<file path="src/rtl/core/number_to_ascii_digits_defines.svh">
// Assertion macros for the number-to-ASCII digit converter.
`ifndef NUMBER_TO_ASCII_DIGITS_DEFINES_SVH
`define NUMBER_TO_ASCII_DIGITS_DEFINES_SVH

// Same-cycle implication, checked on every rising edge outside reset.
`define N2A_ASSERT_NOW(lbl, ante, cons, msg) \
  lbl: assert property (@(posedge clk) disable iff (!rst_n) (ante) |-> (cons)) else $error(msg);

// Next-cycle implication, checked on every rising edge outside reset.
`define N2A_ASSERT_NEXT(lbl, ante, cons, msg) \
  lbl: assert property (@(posedge clk) disable iff (!rst_n) (ante) |=> (cons)) else $error(msg);

`endif

</file>
<file path="src/rtl/core/n2a_pkg.sv">
// Shared types, constants and helpers for the number-to-ASCII digit converter.
package n2a_pkg;

  localparam int MAX_DIGITS = 32;
  localparam int DIG_IDX_W  = (MAX_DIGITS > 1) ? $clog2(MAX_DIGITS) : 1;
  localparam int CNT_W      = $clog2(MAX_DIGITS + 1);
  localparam int VALUE_W    = 32;
  localparam int CHAR_W     = 7;
  localparam int MODE_W     = 3;
  localparam int DCNT_W     = 6;
  localparam int CFG_DATA_W = 6;
  localparam int FIFO_DEPTH = 2;
  localparam int FIFO_PTR_W = $clog2(FIFO_DEPTH);
  localparam int FIFO_CNT_W = $clog2(FIFO_DEPTH + 1);

  // Reciprocal of ten, scaled by 2^35.
  localparam logic [31:0] RECIP_TEN   = 32'hCCCC_CCCD;
  localparam int          RECIP_SHIFT = 35;

  localparam logic [CHAR_W-1:0] ASCII_ZERO       = 7'd48;
  localparam logic [CHAR_W-1:0] ASCII_LETTER_OFS = 7'd55;
  localparam logic [CHAR_W-1:0] ASCII_MINUS      = 7'h2D;
  localparam logic [CHAR_W-1:0] ASCII_PLUS       = 7'h2B;
  localparam logic [CHAR_W-1:0] ASCII_UPPER_A    = 7'h41;
  localparam logic [CHAR_W-1:0] ASCII_UPPER_F    = 7'h46;
  localparam logic [CHAR_W-1:0] ASCII_NINE       = 7'h39;
  localparam logic [3:0]        DEC_MAX_DIGIT    = 4'd9;

  localparam logic [MODE_W-1:0] RESET_RADIX_MODE  = 3'd2;
  localparam logic [DCNT_W-1:0] RESET_DIGIT_COUNT = 6'd10;

  typedef enum logic [MODE_W-1:0] {
    MODE_BIN  = 3'd0,
    MODE_OCT  = 3'd1,
    MODE_DEC  = 3'd2,
    MODE_HEX  = 3'd3,
    MODE_SDEC = 3'd4
  } mode_t;

  typedef enum logic {
    CFG_RADIX_MODE  = 1'b0,
    CFG_DIGIT_COUNT = 1'b1
  } cfg_idx_t;

  typedef enum logic [1:0] {
    RS_BIN = 2'd0,
    RS_OCT = 2'd1,
    RS_DEC = 2'd2,
    RS_HEX = 2'd3
  } rsel_t;

  typedef enum logic [2:0] {
    BK_IDLE,
    BK_SHIFT,
    BK_MUL,
    BK_DIV,
    BK_SIGN,
    BK_EMIT
  } bk_state_t;

  typedef struct packed {
    logic [MODE_W-1:0] radix_mode;
    logic [DCNT_W-1:0] digit_count;
  } cfg_t;

  // One classified value waiting for conversion.
  typedef struct packed {
    logic [VALUE_W-1:0] mag;
    rsel_t              rsel;
    logic               has_sign;
    logic               neg;
    logic [CNT_W-1:0]   ndig;
  } desc_t;

  typedef struct packed {
    logic full;
    logic empty;
  } fifo_stat_t;

  function automatic logic [CHAR_W-1:0] digit_char(input logic [3:0] d);
    logic [CHAR_W-1:0] d_ext;
    d_ext = {{(CHAR_W-4){1'b0}}, d};
    return (d > DEC_MAX_DIGIT) ? (d_ext + ASCII_LETTER_OFS) : (d_ext + ASCII_ZERO);
  endfunction

endpackage

</file>
<file path="src/rtl/core/n2a_front.sv">
// Front end: accepts input values and classifies them into conversion descriptors.
module n2a_front
  import n2a_pkg::*;
(
  input  logic               in_tvalid,
  output logic               in_tready,
  input  logic [VALUE_W-1:0] in_value,
  input  cfg_t               cfg,
  input  fifo_stat_t         fifo_stat,
  output logic               push,
  output desc_t              push_desc
);

  logic             mode_ok;
  logic [CNT_W-1:0] ndig;

  assign in_tready = !fifo_stat.full;

  always_comb begin
    if (cfg.digit_count == '0) begin
      ndig = CNT_W'(1);
    end else if (cfg.digit_count > DCNT_W'(MAX_DIGITS)) begin
      ndig = CNT_W'(MAX_DIGITS);
    end else begin
      ndig = CNT_W'(cfg.digit_count);
    end
  end

  always_comb begin
    mode_ok            = 1'b1;
    push_desc.mag      = in_value;
    push_desc.rsel     = RS_DEC;
    push_desc.has_sign = 1'b0;
    push_desc.neg      = 1'b0;
    push_desc.ndig     = ndig;
    unique case (cfg.radix_mode)
      MODE_BIN: push_desc.rsel = RS_BIN;
      MODE_OCT: push_desc.rsel = RS_OCT;
      MODE_DEC: push_desc.rsel = RS_DEC;
      MODE_HEX: push_desc.rsel = RS_HEX;
      MODE_SDEC: begin
        push_desc.has_sign = 1'b1;
        push_desc.neg      = in_value[VALUE_W-1];
        // Two's complement magnitude; the most negative value maps onto itself.
        if (in_value[VALUE_W-1]) begin
          push_desc.mag = (~in_value) + VALUE_W'(1);
        end
      end
      default: mode_ok = 1'b0;
    endcase
  end

  // Values in an unused mode are accepted and dropped.
  assign push = in_tvalid && in_tready && mode_ok;

endmodule

</file>
<file path="src/rtl/core/n2a_fifo.sv">
// Short descriptor queue between the front end and the conversion back end.
module n2a_fifo
  import n2a_pkg::*;
(
  input  logic       clk,
  input  logic       rst_n,
  input  logic       push,
  input  desc_t      push_desc,
  input  logic       pop,
  output desc_t      pop_desc,
  output fifo_stat_t stat
);

  desc_t                 mem_r [FIFO_DEPTH];
  logic [FIFO_PTR_W-1:0] wr_ptr_r, wr_ptr_nxt;
  logic [FIFO_PTR_W-1:0] rd_ptr_r, rd_ptr_nxt;
  logic [FIFO_CNT_W-1:0] cnt_r, cnt_nxt;

  assign stat.full  = (cnt_r == FIFO_CNT_W'(FIFO_DEPTH));
  assign stat.empty = (cnt_r == '0);
  assign pop_desc   = mem_r[rd_ptr_r];

  always_comb begin
    wr_ptr_nxt = wr_ptr_r;
    rd_ptr_nxt = rd_ptr_r;
    cnt_nxt    = cnt_r;
    if (push) begin
      wr_ptr_nxt = (wr_ptr_r == FIFO_PTR_W'(FIFO_DEPTH - 1)) ? '0 : wr_ptr_r + FIFO_PTR_W'(1);
    end
    if (pop) begin
      rd_ptr_nxt = (rd_ptr_r == FIFO_PTR_W'(FIFO_DEPTH - 1)) ? '0 : rd_ptr_r + FIFO_PTR_W'(1);
    end
    if (push && !pop) begin
      cnt_nxt = cnt_r + FIFO_CNT_W'(1);
    end else if (pop && !push) begin
      cnt_nxt = cnt_r - FIFO_CNT_W'(1);
    end
  end

  always_ff @(posedge clk) begin
    if (!rst_n) begin
      wr_ptr_r <= '0;
      rd_ptr_r <= '0;
      cnt_r    <= '0;
    end else begin
      wr_ptr_r <= wr_ptr_nxt;
      rd_ptr_r <= rd_ptr_nxt;
      cnt_r    <= cnt_nxt;
    end
  end

  always_ff @(posedge clk) begin
    if (push) begin
      mem_r[wr_ptr_r] <= push_desc;
    end
  end

endmodule

</file>
<file path="src/rtl/core/n2a_back.sv">
// Back end: digit extraction into a buffer, then character output through a register.
module n2a_back
  import n2a_pkg::*;
(
  input  logic              clk,
  input  logic              rst_n,
  input  fifo_stat_t        fifo_stat,
  input  desc_t             pop_desc,
  output logic              pop,
  output logic              out_valid,
  input  logic              out_ready,
  output logic [CHAR_W-1:0] out_char,
  output logic              out_last
);

  bk_state_t              st_r, st_nxt;
  logic [VALUE_W-1:0]     val_r, val_nxt;
  logic [2*VALUE_W-1:0]   prod_r;
  rsel_t                  rsel_r, rsel_nxt;
  logic                   sign_r, sign_nxt;
  logic                   neg_r, neg_nxt;
  logic [CNT_W-1:0]       ndig_r, ndig_nxt;
  logic [CNT_W-1:0]       cnt_r, cnt_nxt;
  logic [DIG_IDX_W-1:0]   idx_r, idx_nxt;
  logic [3:0]             dig_r [MAX_DIGITS];
  logic                   ov_r, ov_nxt;
  logic [CHAR_W-1:0]      oc_r, oc_nxt;
  logic                   ol_r, ol_nxt;

  logic                   slot_free;
  logic [CNT_W-1:0]       cnt_inc;
  logic [3:0]             sh_dig;
  logic [VALUE_W-1:0]     sh_val;
  logic [VALUE_W-RECIP_SHIFT+VALUE_W-1:0] quot;
  logic [3:0]             qx10_lo;
  logic [3:0]             dv_dig;
  logic                   sh_done, dv_done;
  logic                   dig_clr, dig_we;
  logic [3:0]             dig_wdata;

  assign slot_free = !ov_r || out_ready;
  assign cnt_inc   = cnt_r + CNT_W'(1);
  assign out_valid = ov_r;
  assign out_char  = oc_r;
  assign out_last  = ol_r;

  // Power-of-two radix: peel the low digit off with a shift.
  always_comb begin
    sh_dig = '0;
    sh_val = '0;
    unique case (rsel_r)
      RS_BIN: begin
        sh_dig = {3'b000, val_r[0]};
        sh_val = {1'b0, val_r[VALUE_W-1:1]};
      end
      RS_OCT: begin
        sh_dig = {1'b0, val_r[2:0]};
        sh_val = {3'b000, val_r[VALUE_W-1:3]};
      end
      RS_HEX: begin
        sh_dig = val_r[3:0];
        sh_val = {4'b0000, val_r[VALUE_W-1:4]};
      end
      RS_DEC: begin
        sh_dig = '0;
        sh_val = '0;
      end
    endcase
  end

  // Decimal: the quotient comes from the registered reciprocal product, and the
  // remainder needs only the low four bits of quotient times ten.
  assign quot    = prod_r[2*VALUE_W-1:RECIP_SHIFT];
  assign qx10_lo = {quot[0], 3'b000} + {quot[2:0], 1'b0};
  assign dv_dig  = val_r[3:0] - qx10_lo;

  // Stop early once the remaining value is zero: the buffer was cleared.
  assign sh_done = (cnt_inc == ndig_r) || (sh_val == '0);
  assign dv_done = (cnt_inc == ndig_r) || (quot == '0);

  always_comb begin
    st_nxt = st_r;
    unique case (st_r)
      BK_IDLE: begin
        if (!fifo_stat.empty) begin
          st_nxt = (pop_desc.rsel == RS_DEC) ? BK_MUL : BK_SHIFT;
        end
      end
      BK_SHIFT: begin
        if (sh_done) begin
          st_nxt = sign_r ? BK_SIGN : BK_EMIT;
        end
      end
      BK_MUL: st_nxt = BK_DIV;
      BK_DIV: begin
        if (dv_done) begin
          st_nxt = sign_r ? BK_SIGN : BK_EMIT;
        end else begin
          st_nxt = BK_MUL;
        end
      end
      BK_SIGN: begin
        if (slot_free) begin
          st_nxt = BK_EMIT;
        end
      end
      BK_EMIT: begin
        if (slot_free && (idx_r == '0)) begin
          st_nxt = BK_IDLE;
        end
      end
      default: st_nxt = BK_IDLE;
    endcase
  end

  always_comb begin
    pop       = 1'b0;
    val_nxt   = val_r;
    rsel_nxt  = rsel_r;
    sign_nxt  = sign_r;
    neg_nxt   = neg_r;
    ndig_nxt  = ndig_r;
    cnt_nxt   = cnt_r;
    idx_nxt   = idx_r;
    dig_clr   = 1'b0;
    dig_we    = 1'b0;
    dig_wdata = '0;
    ov_nxt    = ov_r && !out_ready;
    oc_nxt    = oc_r;
    ol_nxt    = ol_r;
    unique case (st_r)
      BK_IDLE: begin
        if (!fifo_stat.empty) begin
          pop      = 1'b1;
          val_nxt  = pop_desc.mag;
          rsel_nxt = pop_desc.rsel;
          sign_nxt = pop_desc.has_sign;
          neg_nxt  = pop_desc.neg;
          ndig_nxt = pop_desc.ndig;
          cnt_nxt  = '0;
          idx_nxt  = DIG_IDX_W'(pop_desc.ndig - CNT_W'(1));
          dig_clr  = 1'b1;
        end
      end
      BK_SHIFT: begin
        dig_we    = 1'b1;
        dig_wdata = sh_dig;
        val_nxt   = sh_val;
        cnt_nxt   = cnt_inc;
      end
      BK_MUL: begin
      end
      BK_DIV: begin
        dig_we    = 1'b1;
        dig_wdata = dv_dig;
        val_nxt   = VALUE_W'(quot);
        cnt_nxt   = cnt_inc;
      end
      BK_SIGN: begin
        if (slot_free) begin
          ov_nxt = 1'b1;
          oc_nxt = neg_r ? ASCII_MINUS : ASCII_PLUS;
          ol_nxt = 1'b0;
        end
      end
      BK_EMIT: begin
        if (slot_free) begin
          ov_nxt  = 1'b1;
          oc_nxt  = digit_char(dig_r[idx_r]);
          ol_nxt  = (idx_r == '0);
          idx_nxt = idx_r - DIG_IDX_W'(1);
        end
      end
      default: begin
      end
    endcase
  end

  always_ff @(posedge clk) begin
    if (!rst_n) begin
      st_r <= BK_IDLE;
      ov_r <= 1'b0;
    end else begin
      st_r <= st_nxt;
      ov_r <= ov_nxt;
    end
  end

  always_ff @(posedge clk) begin
    val_r  <= val_nxt;
    rsel_r <= rsel_nxt;
    sign_r <= sign_nxt;
    neg_r  <= neg_nxt;
    ndig_r <= ndig_nxt;
    cnt_r  <= cnt_nxt;
    idx_r  <= idx_nxt;
    oc_r   <= oc_nxt;
    ol_r   <= ol_nxt;
    prod_r <= val_r * RECIP_TEN;
  end

  always_ff @(posedge clk) begin
    for (int i = 0; i < MAX_DIGITS; i++) begin
      if (dig_clr) begin
        dig_r[i] <= '0;
      end else if (dig_we && (cnt_r[DIG_IDX_W-1:0] == DIG_IDX_W'(i))) begin
        dig_r[i] <= dig_wdata;
      end
    end
  end

endmodule

</file>
<file path="src/rtl/core/number_to_ascii_digits.sv">
// Top level of the number-to-ASCII digit converter: config registers, front end, queue, back end.
//
// Each accepted 32-bit value becomes a run of ASCII characters, most significant first, with
// tlast on the final one. radix_mode selects binary, octal, decimal, upper-case hexadecimal, or
// signed decimal with a leading '+' or '-'; digit_count sets the number of digits (0 acts as 1,
// values above 32 act as 32), keeping leading zeros and dropping higher digits. Values arriving
// in the unused modes 5 to 7 are accepted and produce no output. A front end classifies each
// value and places it in a two-entry queue, so input keeps flowing while the back end works. The
// back end first extracts digits into a buffer, lowest first: a shift per digit for the
// power-of-two radices, and for decimal a reciprocal multiply, then the quotient and remainder,
// stopping as soon as the remaining value is zero. It then sends one character per cycle through
// an output register as long as out_tready stays high, and finishes one value before it takes the
// next. Each value gives as many characters as the digit count, plus one for the sign.
// Configuration should be written only while the block is idle; cfg_ready is always high.
`include "number_to_ascii_digits_defines.svh"

module number_to_ascii_digits
  import n2a_pkg::*;
(
  input  logic                  clk,
  input  logic                  rst_n,
  input  logic                  in_tvalid,
  output logic                  in_tready,
  input  logic [VALUE_W-1:0]    in_tdata,   // [31:0] value
  output logic                  out_tvalid,
  input  logic                  out_tready,
  output logic [7:0]            out_tdata,  // [6:0] ascii_char, [7] zero
  output logic                  out_tlast,
  input  logic                  cfg_valid,
  output logic                  cfg_ready,
  input  logic                  cfg_index,
  input  logic [CFG_DATA_W-1:0] cfg_data
);

  logic [MODE_W-1:0] radix_mode_r, radix_mode_nxt;
  logic [DCNT_W-1:0] digit_count_r, digit_count_nxt;
  cfg_t              cfg;
  fifo_stat_t        fifo_stat;
  logic              fifo_push;
  logic              fifo_pop;
  desc_t             push_desc;
  desc_t             pop_desc;
  logic [CHAR_W-1:0] out_char;
  logic              out_is_digit;
  logic              out_is_hex;
  logic              out_is_sign;

  assign cfg_ready = 1'b1;

  // Register writes; the data is cut to each register's width.
  always_comb begin
    radix_mode_nxt  = radix_mode_r;
    digit_count_nxt = digit_count_r;
    if (cfg_valid && cfg_ready) begin
      unique case (cfg_index)
        CFG_RADIX_MODE:  radix_mode_nxt  = cfg_data[MODE_W-1:0];
        CFG_DIGIT_COUNT: digit_count_nxt = cfg_data[DCNT_W-1:0];
        default: begin
        end
      endcase
    end
  end

  always_ff @(posedge clk) begin
    if (!rst_n) begin
      radix_mode_r  <= RESET_RADIX_MODE;
      digit_count_r <= RESET_DIGIT_COUNT;
    end else begin
      radix_mode_r  <= radix_mode_nxt;
      digit_count_r <= digit_count_nxt;
    end
  end

  assign cfg.radix_mode  = radix_mode_r;
  assign cfg.digit_count = digit_count_r;

  n2a_front u_front (
    .in_tvalid (in_tvalid),
    .in_tready (in_tready),
    .in_value  (in_tdata),
    .cfg       (cfg),
    .fifo_stat (fifo_stat),
    .push      (fifo_push),
    .push_desc (push_desc)
  );

  n2a_fifo u_fifo (
    .clk       (clk),
    .rst_n     (rst_n),
    .push      (fifo_push),
    .push_desc (push_desc),
    .pop       (fifo_pop),
    .pop_desc  (pop_desc),
    .stat      (fifo_stat)
  );

  n2a_back u_back (
    .clk       (clk),
    .rst_n     (rst_n),
    .fifo_stat (fifo_stat),
    .pop_desc  (pop_desc),
    .pop       (fifo_pop),
    .out_valid (out_tvalid),
    .out_ready (out_tready),
    .out_char  (out_char),
    .out_last  (out_tlast)
  );

  assign out_tdata = {1'b0, out_char};

  // Character classes of the character on the output.
  assign out_is_digit = (out_char >= ASCII_ZERO) && (out_char <= ASCII_NINE);
  assign out_is_hex   = (out_char >= ASCII_UPPER_A) && (out_char <= ASCII_UPPER_F);
  assign out_is_sign  = (out_char == ASCII_PLUS) || (out_char == ASCII_MINUS);

  // The queue is never written when full nor read when empty.
  `N2A_ASSERT_NOW(a_no_push_full, fifo_push, !fifo_stat.full, "descriptor pushed into full queue")
  `N2A_ASSERT_NOW(a_no_pop_empty, fifo_pop, !fifo_stat.empty, "descriptor popped from empty queue")
  // Every character shown is a digit, an upper-case hex letter or a sign.
  `N2A_ASSERT_NOW(a_char_legal, out_tvalid, out_is_digit || out_is_hex || out_is_sign, "illegal char")
  // A sign character never ends a run.
  `N2A_ASSERT_NOW(a_sign_not_last, out_tvalid && out_is_sign, !out_tlast, "sign character marked last")

endmodule

</file>
<file path="config.mk">
export PLATFORM = sky130hd
export DESIGN_NAME = number_to_ascii_digits
export DESIGN_NICKNAME = d
export VERILOG_FILES = /design/src/rtl/core/n2a_pkg.sv /design/src/rtl/core/n2a_front.sv /design/src/rtl/core/n2a_fifo.sv /design/src/rtl/core/n2a_back.sv /design/src/rtl/core/number_to_ascii_digits.sv
export VERILOG_INCLUDE_DIRS = /design/src /design/src/rtl/core
export SDC_FILE = /design/constraint.sdc
export NUM_CORES = 2
export LEC_CHECK = 0
export BUFFER_PORTS_ARGS = -buffer_cell sky130_fd_sc_hd__buf_2
export CAP_MARGIN = 20
export CORE_ASPECT_RATIO = 1.75
export CORE_UTILIZATION = 65
export DETAILED_ROUTE_END_ITERATION = 6
export PLACE_DENSITY = 0.93
export SLEW_MARGIN = 20
export SYNTH_ARGS = -nofsm -noshare
export SYNTH_HDL_FRONTEND = slang
export SYNTH_SLANG_ARGS = --single-unit
</file>
<file path="constraint.sdc">
create_clock -name clk -period 7.6 [get_ports clk]
set_input_delay 0.38 -clock clk [delete_from_list [all_inputs] [get_ports clk]]
set_output_delay 0.38 -clock clk [all_outputs]
set_load 0.05 [all_outputs]
</file>
### Word-level counts from Yosys, hierarchy flattened

Memory sizes are Yosys's and may differ from the RTL's. A register that Yosys moved wholly into a read port is not among the register bits.
Cells that the tools add are included.

* flip-flop bits (word level): 142
* RAM bits: 212
* bits of input ports: 44
* output and inout bits: 12
* logic and storage cells: 368
* memories kept: 2

Memories
* u_back.dig_r: words 32, width 4, rd ports 1, clocked after memory_dff 1, wr ports 32, RTL line n2a_back.sv:25 `logic [3:0] dig_r [MAX_DIGITS];`
* u_fifo.mem_r: words 2, width 42, rd ports 1, clocked after memory_dff 1, wr ports 1, RTL line n2a_fifo.sv:14 `desc_t mem_r [FIFO_DEPTH];`

* $add $sub $neg: 12
* multipliers: 1
* order comparisons: 2
* eq/ne operators: 51
* muxes and demuxes: 177
* bitwise operators: 35
* reduce and logical (&&, ||, !) cells: 71

Operators with widths (count)
* 2-to-1 mux 4 bit: 32
* one-hot mux 32 bit (4 select lines): 1
* 2-to-1 mux 1 bit: 113
* 2-to-1 mux 32 bit: 3
* one-hot mux 32 bit (3 select lines): 1
* equality test 5 bit, second input constant: 16
* multiplier 32 x 32 -> 64 bit, second input constant: 1
* equality test 5 x 4 -> 1 bit, second input constant: 8
* logical AND 1 bit: 38
* adder 32 x 1 -> 32 bit, second input constant: 1
* zero test 32 bit: 1
* NOT 32 bit: 1
* bitwise OR 1 bit: 32
* zero test 29 bit: 1
* 2-to-1 mux 7 bit: 3
* equality test 5 x 3 -> 1 bit, second input constant: 4
* 2-to-1 mux 3 bit: 6
* 2-to-1 mux 6 bit: 3
* one-hot mux 3 bit (6 select lines): 1
* one-hot mux 4 bit (4 select lines): 1
* 2-to-1 mux 5 bit: 3
* adder 4 x 6 -> 7 bit, second input constant: 2
* one-hot mux 7 bit (2 select lines): 1
* equality test 3 x 2 -> 1 bit, second input constant: 4
* other kinds (38): 72

### Longest topological paths before layout

* depth in word-level cells: 8
* depth in mapped cells: 26
* depth with buffers taken out: 26

### Modules after synthesis

A second synthesis with hierarchy kept.

* cells, all modules: 2925
* area total of the unflattened synthesis: 31901.8 µm²

By module, submodules not included
* n2a_back: times used 1, cells each 2612, area each 27460.1 µm², seq. area each 6436.2 µm²
* n2a_fifo: times used 1, cells each 153, area each 3249.4 µm², seq. area each 2622.5 µm²
* n2a_front: times used 1, cells each 118, area each 803.3 µm², seq. area each 0.0 µm²
* number_to_ascii_digits: times used 1, cells each 42, area each 389.1 µm², seq. area each 180.2 µm²

### Worst setup path after synthesis

Ideal clock, no wire load.

* kind: reg-to-reg
* start point: register u_back.val_r[18]
* end point: register u_back.prod_r[57]
* library setup time: 0.119 ns
* data arrival time: 6.884 ns
* data required time: 7.481 ns
* slack: 0.598 ns
* stages on the path, launching flop included: 26
* path buffers: 0
* period minus slack after synthesis: 7.002 ns
* cells stage by stage: edfxtp_1 -> ha_1 -> inv_1 -> fa_1 -> inv_1 -> fa_1 -> inv_1 -> fa_1 -> inv_1 -> fa_1 -> fa_1 -> fa_1 -> inv_1 -> fa_1 -> inv_1 -> ha_1 -> and3_4 -> a221oi_2 -> o21ai_1 -> a211o_1 -> nor3b_2 -> o21ai_4 -> a31oi_4 -> o21ai_1 -> a311o_1 -> xor2_1

* word-level cells in the longest chain between the ends: 1

RTL lines
* start, declared: RTL line n2a_back.sv:17 `logic [VALUE_W-1:0] val_r, val_nxt;`
* start signal, assigned: RTL line n2a_back.sv:190 `val_r <= val_nxt;`
* multiplier 32 x 32 -> 64 bit: RTL line n2a_back.sv:199 `prod_r <= val_r * RECIP_TEN;`
* end signal, assigned: RTL line n2a_back.sv:199
* end, declared: RTL line n2a_back.sv:18 `logic [2*VALUE_W-1:0] prod_r;`

Every way passes these cells.
A chain may end at the register's enable or synchronous reset.

### Worst setup path in the final report

* start point: register u_back.val_r[9]
* end point: register u_back.prod_r[61]

Same word-level chain as after synthesis.

==> results.yml <==
timing:
  fin_crit_sh_pct: 98.1
  tightest_slew_ns: 1.30
  grt_setup_unrepaired: "yes"
  finalCriticalPeriod_ns: 7.45
  hold_violations: 0
  maxSlewViolCount: 0
  maxSlewHeadroom_pct: 12.7
  clock_skew_ns: 0.0288
  max_freq_ghz: 0.134
  fin_ws_ns: 0.146
  finalSetupViolCount: 0
clocking:
  clk_pin_slew_ns: 0.09
  cts-hold-fix-buffers: 0
  cts_sinks: 325
  cts_buffer_depth: 3
  root_buffer: "clkbuf_16"
  cts_tree: "done"
  h-tree-depth: 1
  clock_latency_ns: 0.57
  cts_buffers: 25
flow_run:
  maxCapViolCount: 0
place:
  placed_area_um2: 32900
  io_buffers: 53
  finalWeightedCongestion: 1.06
  dp_cells: 3503
  dp_hpwl_um: 76800
  place_ws_ns: -0.0654
final_layout:
  drive_above_1_share_pct: 13.9
  final_area_um2: 34100
  num-fill-cells: 3033
  diodes: 0
  fin_nets: 3746
  fin_cells: 3562
  layout-area-overhead-vs-synth_pct: 9.93
  final_util_pct: 72.6
grt:
  antenna_found_initial: 3
  grt_max_degree: 65
  grt_overflow: 0
  grt_usage_pct: 41.0
  grt_pass1_wl_um: 144000
  grt_pass1_vias: 24800
setup_path:
  reg2regPathDepth: 26
  crit_type: "reg -> reg"
  r2r_end: "u_back.prod_r[61]$_DFF_P_"
  end_kind: "flip-flop"
  start_kind: "flip-flop"
  rr_startpoint: "u_back.val_r[9]$_DFFE_PP_"
  crit_fanout: 5
  required_ns: 8.09
  worstPathArrival_ns: 7.95
  ff2ff_setup_slack_ns: 0.15
hold_path:
  hold_class: "in -> reg"
  whs_path_depth: 1
  worstHoldStart: "in_tdata[0]"
  hold_path_end: "u_fifo.mem_r[0][10]$_DFFE_PP_"
status:
  status: "complete, but fails checks"
  violations: "design-rule violations"
detailed_routing:
  routedWlPerCell_um: 27.2
  via_count: 22600
  first_pass_iters: 7
  drtIter0Drc: 1872
  drc_errors: 7
  drt_wl_total_um: 97000
  ant_nets: 0
  via_per_inst: 6.33
logic_synthesis:
  ys.flop_type: "edfxtp_1"
  synth-seq-cells: 325
  syn_area_per_cell_um2: 11.1
  synth_area_um2: 31100
  synth_seq_area_share_pct: 29.7
  synth_edf_count: 273
  async_flop_share_pct: 0
  synthCells: 2789
  ys_warn_count: 0
  synthesis.nets: 3578
  synth_cell_types: 72
floorplan:
  dieArea_um2: 48700
  core_um2: 47000
  die_y_um: 291
  core.rowCount: 105
  initial_utilization_pct: 66.0
  dieWidth_um: 167
  io_pins: 56
[worst max-delay path, stage by stage, from the launching register on]
cell and delay (ns):
edfxtp_1 0.55, ha_1 0.38, xor2_1 0.17, ha_1 0.20, a21o_1 0.17, fa_1 0.53
inv_1 0.05, fa_1 0.51, inv_1 0.06, fa_2 0.63, fa_1 0.44, fa_1 0.51
fa_1 0.42, ha_1 0.32, nand3_1 0.15, nor4_2 0.30, buf_4 0.16, nand4_1 0.23
a311oi_2 0.31, buf_4 0.20, nor3b_4 0.06, o21ai_4 0.15, buf_12 0.15, a211oi_4 0.08
o31ai_4 0.32, buf_4 0.16, xor2_1 0.14
[layout make-up]
type	count	area, µm²	area share [%]
Clock buffer	27	633	1.85
Clock inverter	17	178	0.520
Inverter	578	2170	6.37
Multi-Input combinational cell	1800	19600	57.4
Sequential cell	325	9240	27.1
Tap cell	588	736	2.15
Timing Repair Buffer	227	1590	4.65
[registers in the layout (all words and copies together) (netlist names), 2 cells and up, named ones only]
signal,cells
u_back.rsel_r,2
u_back.idx_r,5
u_back.prod_r,29
u_fifo.cnt_r,2
u_back.st_r,3
u_back.out_char,7
u_back.dig_r,128
radix_mode_r,3
u_back.cnt_r,6
digit_count_r,6
u_back.val_r,32
u_fifo.mem_r,84
u_back.ndig_r,6
[placed cells by master, fill, tap and decap left out, types with 45 or more instances in the layout]
cell type	Yosys	layout
o21ai_0	67	64
xor2_1	75	72
fa_1	387	380
a21oi_1	97	94
mux2i_1	45	45
nor2_1	210	208
buf_2	2	53
inv_1	577	576
nand2_1	132	128
dfxtp_1	52	50
buf_4	4	172
edfxtp_1	273	273
xnor2_1	53	52
ha_1	358	341
[logic make-up after synthesis]
kind of cell	count (synthesis)	synth area share, %
AO/OA/AOI/OAI	289	5.92
XOR/XNOR	128	3.61
adder cells (fa/ha/maj)	745	39.4
buffers and inverters	664	8.12
flip-flops	325	29.7
multiplexers	122	5.70
other	2	0.0242
AND/OR/NAND/NOR	514	7.51
[routing by layer]
layer	part of all wire, %	global-route usage (%)	wire [µm]	vias to the layer above
li1	-	-	-	9458
met1	29	38.7	28200	11100
met2	51	73.3	49600	1406
met3	7.6	7.68	7340	584
met4	12	39.4	11800	6
met5	0.042	0	41	-
[worst max-delay path by stage]
stage,startpoint,cells past startpoint,endpoint,slack [ns]
2_1_floorplan,u_back.val_r[18]$_DFFE_PP_,25,u_back.prod_r[57]$_DFF_P_,0.60
3_3_place_gp,u_back.val_r[9]$_DFFE_PP_,25,u_back.prod_r[62]$_DFF_P_,0.14
3_5_place_dp,u_back.val_r[1]$_DFFE_PP_,25,u_back.prod_r[62]$_DFF_P_,-0.07
4_1_cts,u_back.val_r[1]$_DFFE_PP_,25,u_back.prod_r[46]$_DFF_P_,0.03
5_1_grt,u_back.val_r[1]$_DFFE_PP_,27,u_back.prod_r[61]$_DFF_P_,-0.10
6_report,u_back.val_r[9]$_DFFE_PP_,26,u_back.prod_r[61]$_DFF_P_,0.15
[what timing repair did]
item,4_1_cts,5_1_grt
setup endpoints to repair,9,17
setup buffers,1,14
gates cloned,0,0
resized for setup,5,46
pin swaps,1,20
[synthesized netlist by cell type (32+ instances only)]
| master | number | area (µm²) |
|---|---|---|
| fa_1 | 387 | 7750 |
| a21o_1 | 32 | 240 |
| mux4_2 | 40 | 901 |
| edfxtp_1 | 273 | 8200 |
| inv_1 | 577 | 2170 |
| o21ai_0 | 67 | 335 |
| dfxtp_1 | 52 | 1040 |
| a21oi_1 | 97 | 485 |
| nor2_1 | 210 | 788 |
| xnor2_1 | 53 | 464 |
| xor2_1 | 75 | 657 |
| nand3_1 | 39 | 195 |
| ha_1 | 358 | 4480 |
| clkbuf_1 | 62 | 233 |
| nand2_1 | 132 | 495 |
| mux2i_1 | 45 | 450 |
| mux2_2 | 36 | 405 |
[through the flow]
step | hold slack (ns) | setup TNS [ns]
after floorplan | 0.444 | 0
after global placement | 0.462 | 0
after detailed placement | 0.466 | -0.122
after CTS | 0.0194 | 0
after global routing | 0.0151 | -0.299
final | 0.00983 | 0
Power is not shown: default switching activity piles up to over one toggle a cycle in this logic, so the estimate is an artifact.
